===== src/hdl/min_tracking_stack_macros.svh =====
// Assertion helpers shared by the min_tracking_stack RTL.
`ifndef MIN_TRACKING_STACK_MACROS_SVH
`define MIN_TRACKING_STACK_MACROS_SVH

`ifndef SYNTHESIS

// Property checked on every rising edge outside reset.
`define MTS_ASSERT(lbl, clk, rst, prop, msg) \
  lbl: assert property (@(posedge clk) disable iff (rst) prop) else $error(msg);

// Property checked on every rising edge, reset included.
`define MTS_ASSERT_ALWAYS(lbl, clk, prop, msg) \
  lbl: assert property (@(posedge clk) prop) else $error(msg);

`else

`define MTS_ASSERT(lbl, clk, rst, prop, msg)
`define MTS_ASSERT_ALWAYS(lbl, clk, prop, msg)

`endif

`endif


===== src/hdl/mts_pkg.sv =====
`timescale 1ns / 1ps

package mts_pkg;

  localparam int DEF_STACK_DEPTH = 64;
  localparam int DEF_VALUE_WIDTH = 32;

  localparam logic ACT_PUSH = 1'b0;
  localparam logic ACT_POP  = 1'b1;

  typedef enum logic [1:0] {
    ST_OK    = 2'd0,
    ST_FULL  = 2'd1,
    ST_EMPTY = 2'd2
  } mts_status_t;

  typedef enum logic [1:0] {
    S_IDLE,
    S_POS,
    S_VAL
  } mts_state_t;

  // controller -> datapath
  typedef struct packed {
    logic accept;
    logic pos_step;
    logic val_step;
  } mts_cmd_t;

  // datapath -> controller
  typedef struct packed {
    logic out_free;
    logic reload_needed;
  } mts_sts_t;

endpackage


===== src/hdl/min_tracking_stack.sv =====
`timescale 1ns / 1ps
// min_tracking_stack: LIFO of signed words that reports the running minimum.
// Command channel (cmd_valid / cmd_stall): action 0 pushes push_value,
// action 1 pops the top word. A word is taken when cmd_valid is high and
// cmd_stall is low.
// Response channel (rsp_valid / rsp_stall): one word per command with the
// minimum held, whether the stack is non-empty, the entry count and a status
// (ok, push refused because full, pop ignored because empty).
// A push, a refused command, or a pop that leaves the minimum in place
// answers in the cycle after it is taken; a new command can be taken every
// cycle unless a held response or a reload stalls it. A pop that removes
// the minimum but leaves entries answers after registered reads of the next
// minimum's position (position memory) and then value (value memory).
// Reset clears both counts at once; no clearing pass runs over the memories.
// While rsp_stall holds a response, cmd_stall rises and no command is taken
// until the response register frees up.
module min_tracking_stack
  import mts_pkg::*;
#(
  parameter int STACK_DEPTH = DEF_STACK_DEPTH,
  parameter int VALUE_WIDTH = DEF_VALUE_WIDTH,
  localparam int CW = $clog2(STACK_DEPTH + 1)
) (
  input  logic                          clk,
  input  logic                          rst,
  input  logic                          cmd_valid,
  output logic                          cmd_stall,
  input  logic                          action,
  input  logic signed [VALUE_WIDTH-1:0] push_value,
  output logic                          rsp_valid,
  input  logic                          rsp_stall,
  output logic signed [VALUE_WIDTH-1:0] min_value,
  output logic                          min_valid,
  output logic [CW-1:0]                 entries_held,
  output logic [1:0]                    status
);

  mts_cmd_t cmd;
  mts_sts_t sts;

  mts_ctrl u_ctrl (
    .clk       (clk),
    .rst       (rst),
    .cmd_valid (cmd_valid),
    .cmd_stall (cmd_stall),
    .sts       (sts),
    .cmd       (cmd)
  );

  mts_datapath #(
    .STACK_DEPTH (STACK_DEPTH),
    .VALUE_WIDTH (VALUE_WIDTH)
  ) u_datapath (
    .clk          (clk),
    .rst          (rst),
    .cmd          (cmd),
    .sts          (sts),
    .action       (action),
    .push_value   (push_value),
    .rsp_valid    (rsp_valid),
    .rsp_stall    (rsp_stall),
    .min_value    (min_value),
    .min_valid    (min_valid),
    .entries_held (entries_held),
    .status       (status)
  );

endmodule


===== src/hdl/mts_ctrl.sv =====
`timescale 1ns / 1ps

`include "min_tracking_stack_macros.svh"

module mts_ctrl
  import mts_pkg::*;
(
  input  logic     clk,
  input  logic     rst,
  input  logic     cmd_valid,
  output logic     cmd_stall,
  input  mts_sts_t sts,
  output mts_cmd_t cmd
);

  mts_state_t state;
  mts_state_t state_next;
  logic       accept;

  assign accept = cmd_valid && !cmd_stall;

  always_ff @(posedge clk) begin
    if (rst) begin
      state <= S_IDLE;
    end else begin
      state <= state_next;
    end
  end

  always_comb begin
    state_next = state;
    unique case (state)
      S_IDLE: begin
        if (accept && sts.reload_needed) begin
          state_next = S_POS;
        end
      end
      S_POS:   state_next = S_VAL;
      S_VAL:   state_next = S_IDLE;
      default: state_next = S_IDLE;
    endcase
  end

  always_comb begin
    cmd_stall    = 1'b1;
    cmd.accept   = 1'b0;
    cmd.pos_step = 1'b0;
    cmd.val_step = 1'b0;
    unique case (state)
      S_IDLE: begin
        cmd_stall  = !sts.out_free;
        cmd.accept = cmd_valid && sts.out_free;
      end
      S_POS:   cmd.pos_step = 1'b1;
      S_VAL:   cmd.val_step = 1'b1;
      default: cmd_stall = 1'b1;
    endcase
  end

  `MTS_ASSERT(a_pos_then_val, clk, rst, (state == S_POS) |=> (state == S_VAL), "reload skipped value read")

endmodule


===== src/hdl/mts_datapath.sv =====
`timescale 1ns / 1ps

`include "min_tracking_stack_macros.svh"

module mts_datapath
  import mts_pkg::*;
#(
  parameter int STACK_DEPTH = DEF_STACK_DEPTH,
  parameter int VALUE_WIDTH = DEF_VALUE_WIDTH,
  localparam int AW = (STACK_DEPTH > 1) ? $clog2(STACK_DEPTH) : 1,
  localparam int CW = $clog2(STACK_DEPTH + 1)
) (
  input  logic                          clk,
  input  logic                          rst,
  input  mts_cmd_t                      cmd,
  output mts_sts_t                      sts,
  input  logic                          action,
  input  logic signed [VALUE_WIDTH-1:0] push_value,
  output logic                          rsp_valid,
  input  logic                          rsp_stall,
  output logic signed [VALUE_WIDTH-1:0] min_value,
  output logic                          min_valid,
  output logic [CW-1:0]                 entries_held,
  output logic [1:0]                    status
);

  localparam logic [CW-1:0] DEPTH_C = CW'(STACK_DEPTH);
  localparam logic [CW-1:0] ONE_C   = CW'(1);
  localparam logic [CW-1:0] TWO_C   = CW'(2);

  logic signed [VALUE_WIDTH-1:0] value_mem [STACK_DEPTH];
  logic [AW-1:0]                 pos_mem   [STACK_DEPTH];

  logic [CW-1:0]                 stack_count;
  logic [CW-1:0]                 min_count;
  logic signed [VALUE_WIDTH-1:0] min_val;
  logic [AW-1:0]                 min_pos;
  logic [AW-1:0]                 pos_rdata;
  logic signed [VALUE_WIDTH-1:0] val_rdata;

  logic          full;
  logic          empty;
  logic          take;
  logic          hit;
  logic [CW-1:0] count_inc;
  logic [CW-1:0] count_dec;
  logic [CW-1:0] mcount_dec2;
  logic          do_push;
  logic          do_pop;
  logic          emit;

  logic signed [VALUE_WIDTH-1:0] res_min;
  logic                          res_valid;
  logic [CW-1:0]                 res_count;
  mts_status_t                   res_status;

  assign full        = (stack_count >= DEPTH_C);
  assign empty       = (stack_count == '0);
  assign count_inc   = stack_count + ONE_C;
  assign count_dec   = stack_count - ONE_C;
  assign mcount_dec2 = min_count - TWO_C;
  assign take        = (min_count == '0) || (push_value < min_val);
  assign hit         = (min_pos == count_dec[AW-1:0]);

  assign do_push = cmd.accept && (action == ACT_PUSH) && !full;
  assign do_pop  = cmd.accept && (action == ACT_POP) && !empty;

  assign sts.out_free      = !rsp_valid || !rsp_stall;
  assign sts.reload_needed = (action == ACT_POP) && !empty && hit && (min_count >= TWO_C);

  assign emit = (cmd.accept && !sts.reload_needed) || cmd.val_step;

  // result of the word just taken, or of a finished reload
  always_comb begin
    res_min    = min_val;
    res_valid  = 1'b1;
    res_count  = stack_count;
    res_status = ST_OK;
    if (cmd.val_step) begin
      res_min = val_rdata;
    end else if (action == ACT_PUSH) begin
      if (full) begin
        res_status = ST_FULL;
      end else begin
        res_count = count_inc;
        if (take) begin
          res_min = push_value;
        end
      end
    end else begin
      if (empty) begin
        res_status = ST_EMPTY;
        res_min    = '0;
        res_valid  = 1'b0;
      end else begin
        res_count = count_dec;
        if (count_dec == '0) begin
          res_min   = '0;
          res_valid = 1'b0;
        end
      end
    end
  end

  always_ff @(posedge clk) begin
    if (do_push) begin
      value_mem[stack_count[AW-1:0]] <= push_value;
      if (take) begin
        pos_mem[min_count[AW-1:0]] <= stack_count[AW-1:0];
      end
    end
    if (cmd.accept) begin
      pos_rdata <= pos_mem[mcount_dec2[AW-1:0]];
    end
    if (cmd.pos_step) begin
      val_rdata <= value_mem[pos_rdata];
    end
  end

  always_ff @(posedge clk) begin
    if (rst) begin
      stack_count <= '0;
      min_count   <= '0;
    end else begin
      if (do_push) begin
        stack_count <= count_inc;
        if (take) begin
          min_count <= min_count + ONE_C;
        end
      end else if (do_pop) begin
        stack_count <= count_dec;
        if (hit) begin
          min_count <= min_count - ONE_C;
        end
      end
    end
  end

  // cached top of the minimum tracking stack
  always_ff @(posedge clk) begin
    if (do_push && take) begin
      min_val <= push_value;
      min_pos <= stack_count[AW-1:0];
    end
    if (cmd.pos_step) begin
      min_pos <= pos_rdata;
    end
    if (cmd.val_step) begin
      min_val <= val_rdata;
    end
  end

  always_ff @(posedge clk) begin
    if (rst) begin
      rsp_valid <= 1'b0;
    end else if (emit) begin
      rsp_valid <= 1'b1;
    end else if (!rsp_stall) begin
      rsp_valid <= 1'b0;
    end
  end

  always_ff @(posedge clk) begin
    if (emit) begin
      min_value    <= res_min;
      min_valid    <= res_valid;
      entries_held <= res_count;
      status       <= res_status;
    end
  end

  `MTS_ASSERT(a_count_bound, clk, rst, stack_count <= DEPTH_C, "stack count past depth")
  `MTS_ASSERT(a_min_le_count, clk, rst, min_count <= stack_count, "min count above stack count")
  `MTS_ASSERT(a_min_tracks, clk, rst, (min_count == '0) == (stack_count == '0), "min stack out of step")

endmodule

===== config.mk =====
export PLATFORM = sky130hd
export DESIGN_NAME = min_tracking_stack
export DESIGN_NICKNAME = d
export VERILOG_FILES = /design/src/hdl/mts_pkg.sv /design/src/hdl/min_tracking_stack.sv /design/src/hdl/mts_ctrl.sv /design/src/hdl/mts_datapath.sv
export VERILOG_INCLUDE_DIRS = /design/src /design/src/hdl
export SDC_FILE = /design/constraint.sdc
export NUM_CORES = 2
export LEC_CHECK = 0
export BUFFER_PORTS_ARGS = -buffer_cell sky130_fd_sc_hd__buf_4
export CORE_MARGIN = 2
export CORE_UTILIZATION = 50
export DETAILED_ROUTE_END_ITERATION = 8
export PLACE_DENSITY = 0.65
export SLEW_MARGIN = 10
export SYNTH_ARGS = -nofsm -noshare
export SYNTH_HDL_FRONTEND = slang
export SYNTH_SLANG_ARGS = --single-unit

===== constraint.sdc =====
create_clock -name clk -period 10.3 [get_ports clk]
set_clock_uncertainty 0.2 [all_clocks]
set_input_delay 3.09 -clock clk [delete_from_list [all_inputs] [get_ports clk]]
set_output_delay 3.09 -clock clk [all_outputs]
set_load 0.01 [all_outputs]

* After elaboration in Yosys (flattened, before gate mapping)
Memory sizes are Yosys's and may differ from the RTL's. A register that Yosys moved wholly into a read port is not among the register bits. Cells that the tools add are included.
Storage, ports and cells: bits in registers 97, bits in writable memories 2432, input port bits 37, output and inout port bits 44, memories 2
Memory list:
- u_datapath.value_mem | depth 64, width 32, read ports 1, clocked after Yosys merged registers in 1, write ports 1, RTL line mts_datapath.sv:31 | logic signed [VALUE_WIDTH-1:0] value_mem [STACK_DEPTH];
- u_datapath.pos_mem | depth 64, width 6, read ports 1, clocked after Yosys merged registers in 1, write ports 1, RTL line mts_datapath.sv:32 | logic [AW-1:0] pos_mem [STACK_DEPTH];
Operators by class: $add $sub $neg 5, $lt $le $gt $ge 3, equality and inequality tests 6, multiplexer cells 38, bitwise gates (word level) 1, reductions and logical operators 32
Operator list (count):
- 32-bit two-way mux | 8
- 7-bit two-way mux | 10
- 32-bit < comparator | 1
- 7-bit logical NOT | 3
- 7-bit by 1-bit adder with 7-bit output (second input constant) | 2
- 1-bit two-way mux | 14
- 7-bit by 1-bit subtractor with 7-bit output (second input constant) | 2
- 1-bit logical AND | 12
- 6-bit two-way mux | 2
- 2-bit nonzero test | 4
- 7-bit by 2-bit greater-or-equal comparator with 1-bit output (second input constant) | 1
- 7-bit greater-or-equal comparator (second input constant) | 1
- 1-bit logical NOT | 7
- 6-bit == test | 1
- 2-bit two-way mux | 3
- 2-bit by 1-bit inequality test with 1-bit output (second input constant) | 3
- 6-bit by 2-bit subtractor with 6-bit output (second input constant) | 1
- 2-bit one-hot mux with 2 select lines | 1
- 1-bit logical OR | 3
- 3-bit AND reduction | 1
- 2-bit by 1-bit == test with 1-bit output (second input constant) | 1
- 2-bit == test (second input constant) | 1
- 2-bit logical NOT | 1
- 2-bit OR reduction | 1
- 1-bit NOT | 1

* Logic depth before layout (Yosys ltp)
depth after elaboration 9, mapped depth 14, mapped depth without buffers 13

* Hierarchy
From an unflattened synthesis, not the netlist that was laid out.
Second synthesis, totals: cell total of the unflattened synthesis 4210, area, all modules 99666.8 um^2
Modules (own cells, without submodules):
- mts_datapath | instances 1, cells an instance 4199, area each 99563.0 um^2, sequential area each 76873.7 um^2
- mts_ctrl | instances 1, cells an instance 11, area each 103.8 um^2, sequential area each 40.0 um^2

* Worst setup path after synthesis
Ideal clock, no wire load.
path kind input-to-reg, start point in action, end point mem u_datapath.value_mem[15][0] (netlist bit) (enable), setup time 0.461 ns, arrival time 6.231 ns, required time 9.639 ns, slack 3.408 ns, stages on the path 6, cell sequence clkbuf_1 -> inv_1 -> nand2_1 -> nor2_1 -> clkinv_1 -> nor3_1
Between the ends: word-level cells in the longest chain between the ends 5
Ends and longest elaborated chain:
- start, declared | RTL line min_tracking_stack.sv:28 | input logic action,
- 1-bit NOT | RTL line mts_datapath.sv:65 | assign do_push = cmd.accept && (action == ACT_PUSH) && !full;
- 1-bit logical AND (2 in series) | RTL line mts_datapath.sv:65
- 1-bit two-way mux | RTL line mts_datapath.sv:106 | if (do_push) begin
- 1-bit two-way mux (not written as such) | RTL line mts_datapath.sv:107 | value_mem[stack_count[AW-1:0]] <= push_value;
- end, declared | RTL line mts_datapath.sv:31
Every way passes these cells.

* Worst setup path in the final report
start point in push_value[31], end point mem u_datapath.pos_mem[25][1] (netlist bit) (enable)
Between the ends: word-level cells in the longest chain between the ends 5
Ends and longest elaborated chain:
- start, declared | RTL line min_tracking_stack.sv:29 | input logic signed [VALUE_WIDTH-1:0] push_value,
- 32-bit < comparator | RTL line mts_datapath.sv:62 | assign take = (min_count == '0) || (push_value < min_val);
- 1-bit logical OR | RTL line mts_datapath.sv:62
- 1-bit two-way mux | RTL line mts_datapath.sv:108 | if (take) begin
- 1-bit two-way mux | RTL line mts_datapath.sv:106
- 1-bit two-way mux (not written as such) | RTL line mts_datapath.sv:109 | pos_mem[min_count[AW-1:0]] <= stack_count[AW-1:0];
- end, declared | RTL line mts_datapath.sv:32
Every way passes these cells.

==> results.json <==
{
  "run_status": "complete, no violations",
  "combPwrFrac_pct": 18.3,
  "hpwl_mm": 140,
  "portBuffers": 80,
  "clockRootBuffer": "clkbuf_16",
  "antenna_found_initial": 17,
  "cts_num_sinks": 2567,
  "setup-violations-final": 0,
  "rows": 163,
  "grt_pass1_wl_mm": 359,
  "relSlewSlack_pct": 18.9,
  "core_um2": 198000,
  "powerDensity_nw_per_um2": 232,
  "drc": 0,
  "fin_crit_sh_pct": 68.9,
  "hold_path.class": "flop to flop",
  "initial_core_util_pct": 50.4,
  "ir_worst_vdd_uv": 194,
  "hold_viol": 0,
  "fmax_mhz": 141,
  "drt_iter0_markers": 6413,
  "worstPathMaxFanout": 10,
  "crit_path_frequent_cell": "nor2_1",
  "firstDrtPassIters": 5,
  "path_cells": "buf_4 > ha_1 > nand4_1 > nor3_2 > nand3_1 > a2111oi_4 > nor2_1 > xnor2_2 > o2111ai_1 > nor2_1",
  "synthDistinctLibCells": 58,
  "dieArea_um2": 203000,
  "synth-main-ff-cell": "edfxtp_1",
  "internal-power_mw": 19.4,
  "crit_type": "primary input to flop",
  "synth-async-reset-ratio_pct": 0,
  "dp.cells": 6834,
  "max_stage_delay_ps": 690,
  "cp_num_buf_inv": 1,
  "layout.cells.non_filler": 7318,
  "cts_tree": "yes",
  "yosysWarningCount": 0,
  "viasPerCell": 6.42,
  "place.gp.congestion": 0.841,
  "slew_viol_final": 0,
  "final.setup.tns_ps": 0,
  "worstPathArrival_ps": 7450,
  "endpoint_kind": "flop",
  "synth_area_um2": 99500,
  "clockBufferDepth": 4,
  "wire_per_inst_um": 34.5,
  "track_usage_pct": 25.1,
  "nNetsFinal": 4560,
  "switchingPower_mw": 6.67,
  "overflow": 0,
  "ioPinCount": 81,
  "maxCapViolCount": 0,
  "die_w_um": 450,
  "clock_latency_ps": 940,
  "p_leak_nw": 35.1,
  "rsz0062_at_grt": "no",
  "die_y_um": 450,
  "ys_seq_elements": 2567,
  "synth.yosys.seq_area_share_pct": 77.3,
  "vias": 47003,
  "cts_buffers": 281,
  "cp.required_ps": 10660,
  "p_sw_share_pct": 25.6,
  "worstMarginPinSlew_ps": 1220,
  "ant_nets": 0,
  "pwr-share-clk_pct": 36.0,
  "slowest_stage": "a2111oi_4",
  "grt_max_degree": 102,
  "h-tree-depth": 5,
  "postCtsSetupRepairBufs": 0,
  "holdBufCountCts": 0,
  "cpLargestDelayFamily": "simple AND/OR/NAND/NOR gates",
  "synth_edf_count": 2550,
  "clkTransAtPathRegs_ps": 60,
  "post_cts_resized": 0,
  "cp-start-kind": "primary input",
  "final.min_clock_period_ps": 7090,
  "syn_avg_cell_area_um2": 23.6,
  "synth_fp_nets": 4298,
  "area_growth_syn_to_layout_pct": 13.1,
  "grt_pass1_vias": 46578,
  "wl_mm": 253,
  "synthCells": 4215,
  "drive_gt1_share_pct": 30.9,
  "power_frac_seq_pct": 45.7
}
-- stage by stage --
stage	hold WS, ps	area [µm²]	setup slack, ps	total power [mW]	utilization, %
global placement	295	104000	2400	17.0	52.7
finish	328	113000	3210	26.1	57.0
floorplan	320	99500	3410	15.2	-
detailed placement	314	104000	2360	17.0	52.7
CTS	328	113000	3310	26.3	56.9
global route	362	113000	2990	26.9	57.0
-- metal layers --
metal  wire length [µm]  up-vias  track usage, %  share of wire (%)
met5                 88        -               0              0.035
met2             122000     2461            39.5                 48
met1              99600    25466            36.2                 39
met4               8160       14            7.74                3.2
met3              22500      445            4.55                8.9
li1                   -    18617               -                  -
-- flip-flops by register name, indices dropped and copies added, names as in the netlist --
| signal | cells |
|---|---|
| u_datapath.pos_rdata | 6 |
| u_datapath.min_valid | 1 |
| u_datapath.min_val | 32 |
| u_datapath.pos_mem | 384 |
| u_datapath.entries_held | 7 |
| u_datapath.value_mem | 2048 |
| u_datapath.rsp_valid | 1 |
| u_datapath.min_pos | 6 |
| u_datapath.min_value | 32 |
| u_datapath.val_rdata | 32 |
| u_ctrl.state | 2 |
| u_datapath.min_count | 7 |
| u_datapath.status | 2 |
| u_datapath.stack_count | 7 |
-- path summary, 6_finish.rpt --
check | from | end | slack, ps | cells past startpoint
max | push_value[31] | u_datapath.pos_mem[25][1]$_DFFE_PP_ | 3210 | 10
min | u_datapath.rsp_valid$_SDFFE_PP0P_ | u_datapath.rsp_valid$_SDFFE_PP0P_ | 330 | 2
max reg2reg | u_datapath.min_val[31]$_DFFE_PP_ | u_datapath.pos_mem[25][1]$_DFFE_PP_ | 5100 | 10
min reg2reg | u_datapath.rsp_valid$_SDFFE_PP0P_ | u_datapath.rsp_valid$_SDFFE_PP0P_ | 330 | 2
-- cell usage in the layout, fill, tap and decap left out, types with 7 or more instances in the layout --
| cell | instances |
|---|---|
| mux2_2 | 8 |
| nor2b_1 | 11 |
| diode_2 | 8 |
| clkbuf_16 | 286 |
| xnor2_1 | 14 |
| clkinvlp_4 | 7 |
| a21oi_1 | 38 |
| o2111ai_1 | 9 |
| inv_1 | 44 |
| nand3_1 | 19 |
| o21ai_0 | 29 |
| nor2_1 | 95 |
| clkbuf_1 | 56 |
| a211oi_1 | 9 |
| clkinv_1 | 59 |
| mux2i_1 | 13 |
| a21o_1 | 37 |
| clkinv_2 | 36 |
| bufinv_16 | 16 |
| nor3_1 | 7 |
| nand2_1 | 56 |
| mux4_2 | 785 |
| buf_4 | 191 |
| nor2_4 | 63 |
| ha_1 | 45 |
| inv_6 | 9 |
| edfxtp_1 | 2550 |
| dfxtp_1 | 9 |
| buf_12 | 9 |
| a221o_1 | 35 |
| xor2_1 | 8 |
| and2_1 | 33 |
-- cell type report --
class,count,area [µm²]
diodes,8,20.0
inverters,46,173
multi-input cells,1381,22100
clock inverters,132,1070
repair buffers,200,1610
fillers,14092,85100
well taps,2640,3300
flip-flops and latches,2567,76900
clock buffers,344,7390
-- power groups by stage --
stage | registers (mW) | clock network, mW | logic [mW]
floorplan | 12.1 | 0 | 3.13
global placement | 12.2 | 0 | 4.82
detailed placement | 12.2 | 0 | 4.82
CTS | 11.9 | 9.54 | 4.84
global route | 11.9 | 9.96 | 4.99
finish | 11.9 | 9.40 | 4.77
-- logic make-up after synthesis --
family	after synthesis	share of synthesized area [%]
flops	2567	77.3
mux	806	18.0
simple gates	318	1.46
buf+inv	267	1.10
compound gates	186	1.38
fa+ha+maj	46	0.586
xor+xnor	25	0.228
-- cell usage after synthesis, types with 6 or more instances --
master        n  area [µm²]
xor2_1        9        78.8
and2_1       33         206
clkbuf_1    112         420
nand2_1      57         214
a221o_1      35         350
nor3_1        8        40.0
mux4_2      785       17700
or3_1         6        37.5
mux2i_1      13         130
buf_1        51         191
o21ai_0      29         145
inv_1        44         165
nand2b_1      7        43.8
a211oi_1      9        67.6
edfxtp_1   2550       76600
dfxtp_1      17         340
nor2b_1      12        75.1
a21o_1       38         285
nand3_1      19        95.1
o2111ai_1     9        78.8
xnor2_1      15         131
nand4_1       6        37.5
buf_4         7        52.6
buf_2        51         255
a21oi_1      38         190
ha_1         45         563
nor2_1      158         593
mux2_2        8        90.1
-- worst register-to-register path, delay by kind of cell (launching register included) --
family	cells	cell delay (ps)
xor+xnor	1	640
fa+ha+maj	1	670
buf+inv	1	80
simple gates	5	1590
compound gates	2	1300
flops	1	360
Power figures use the tool's default switching activity.
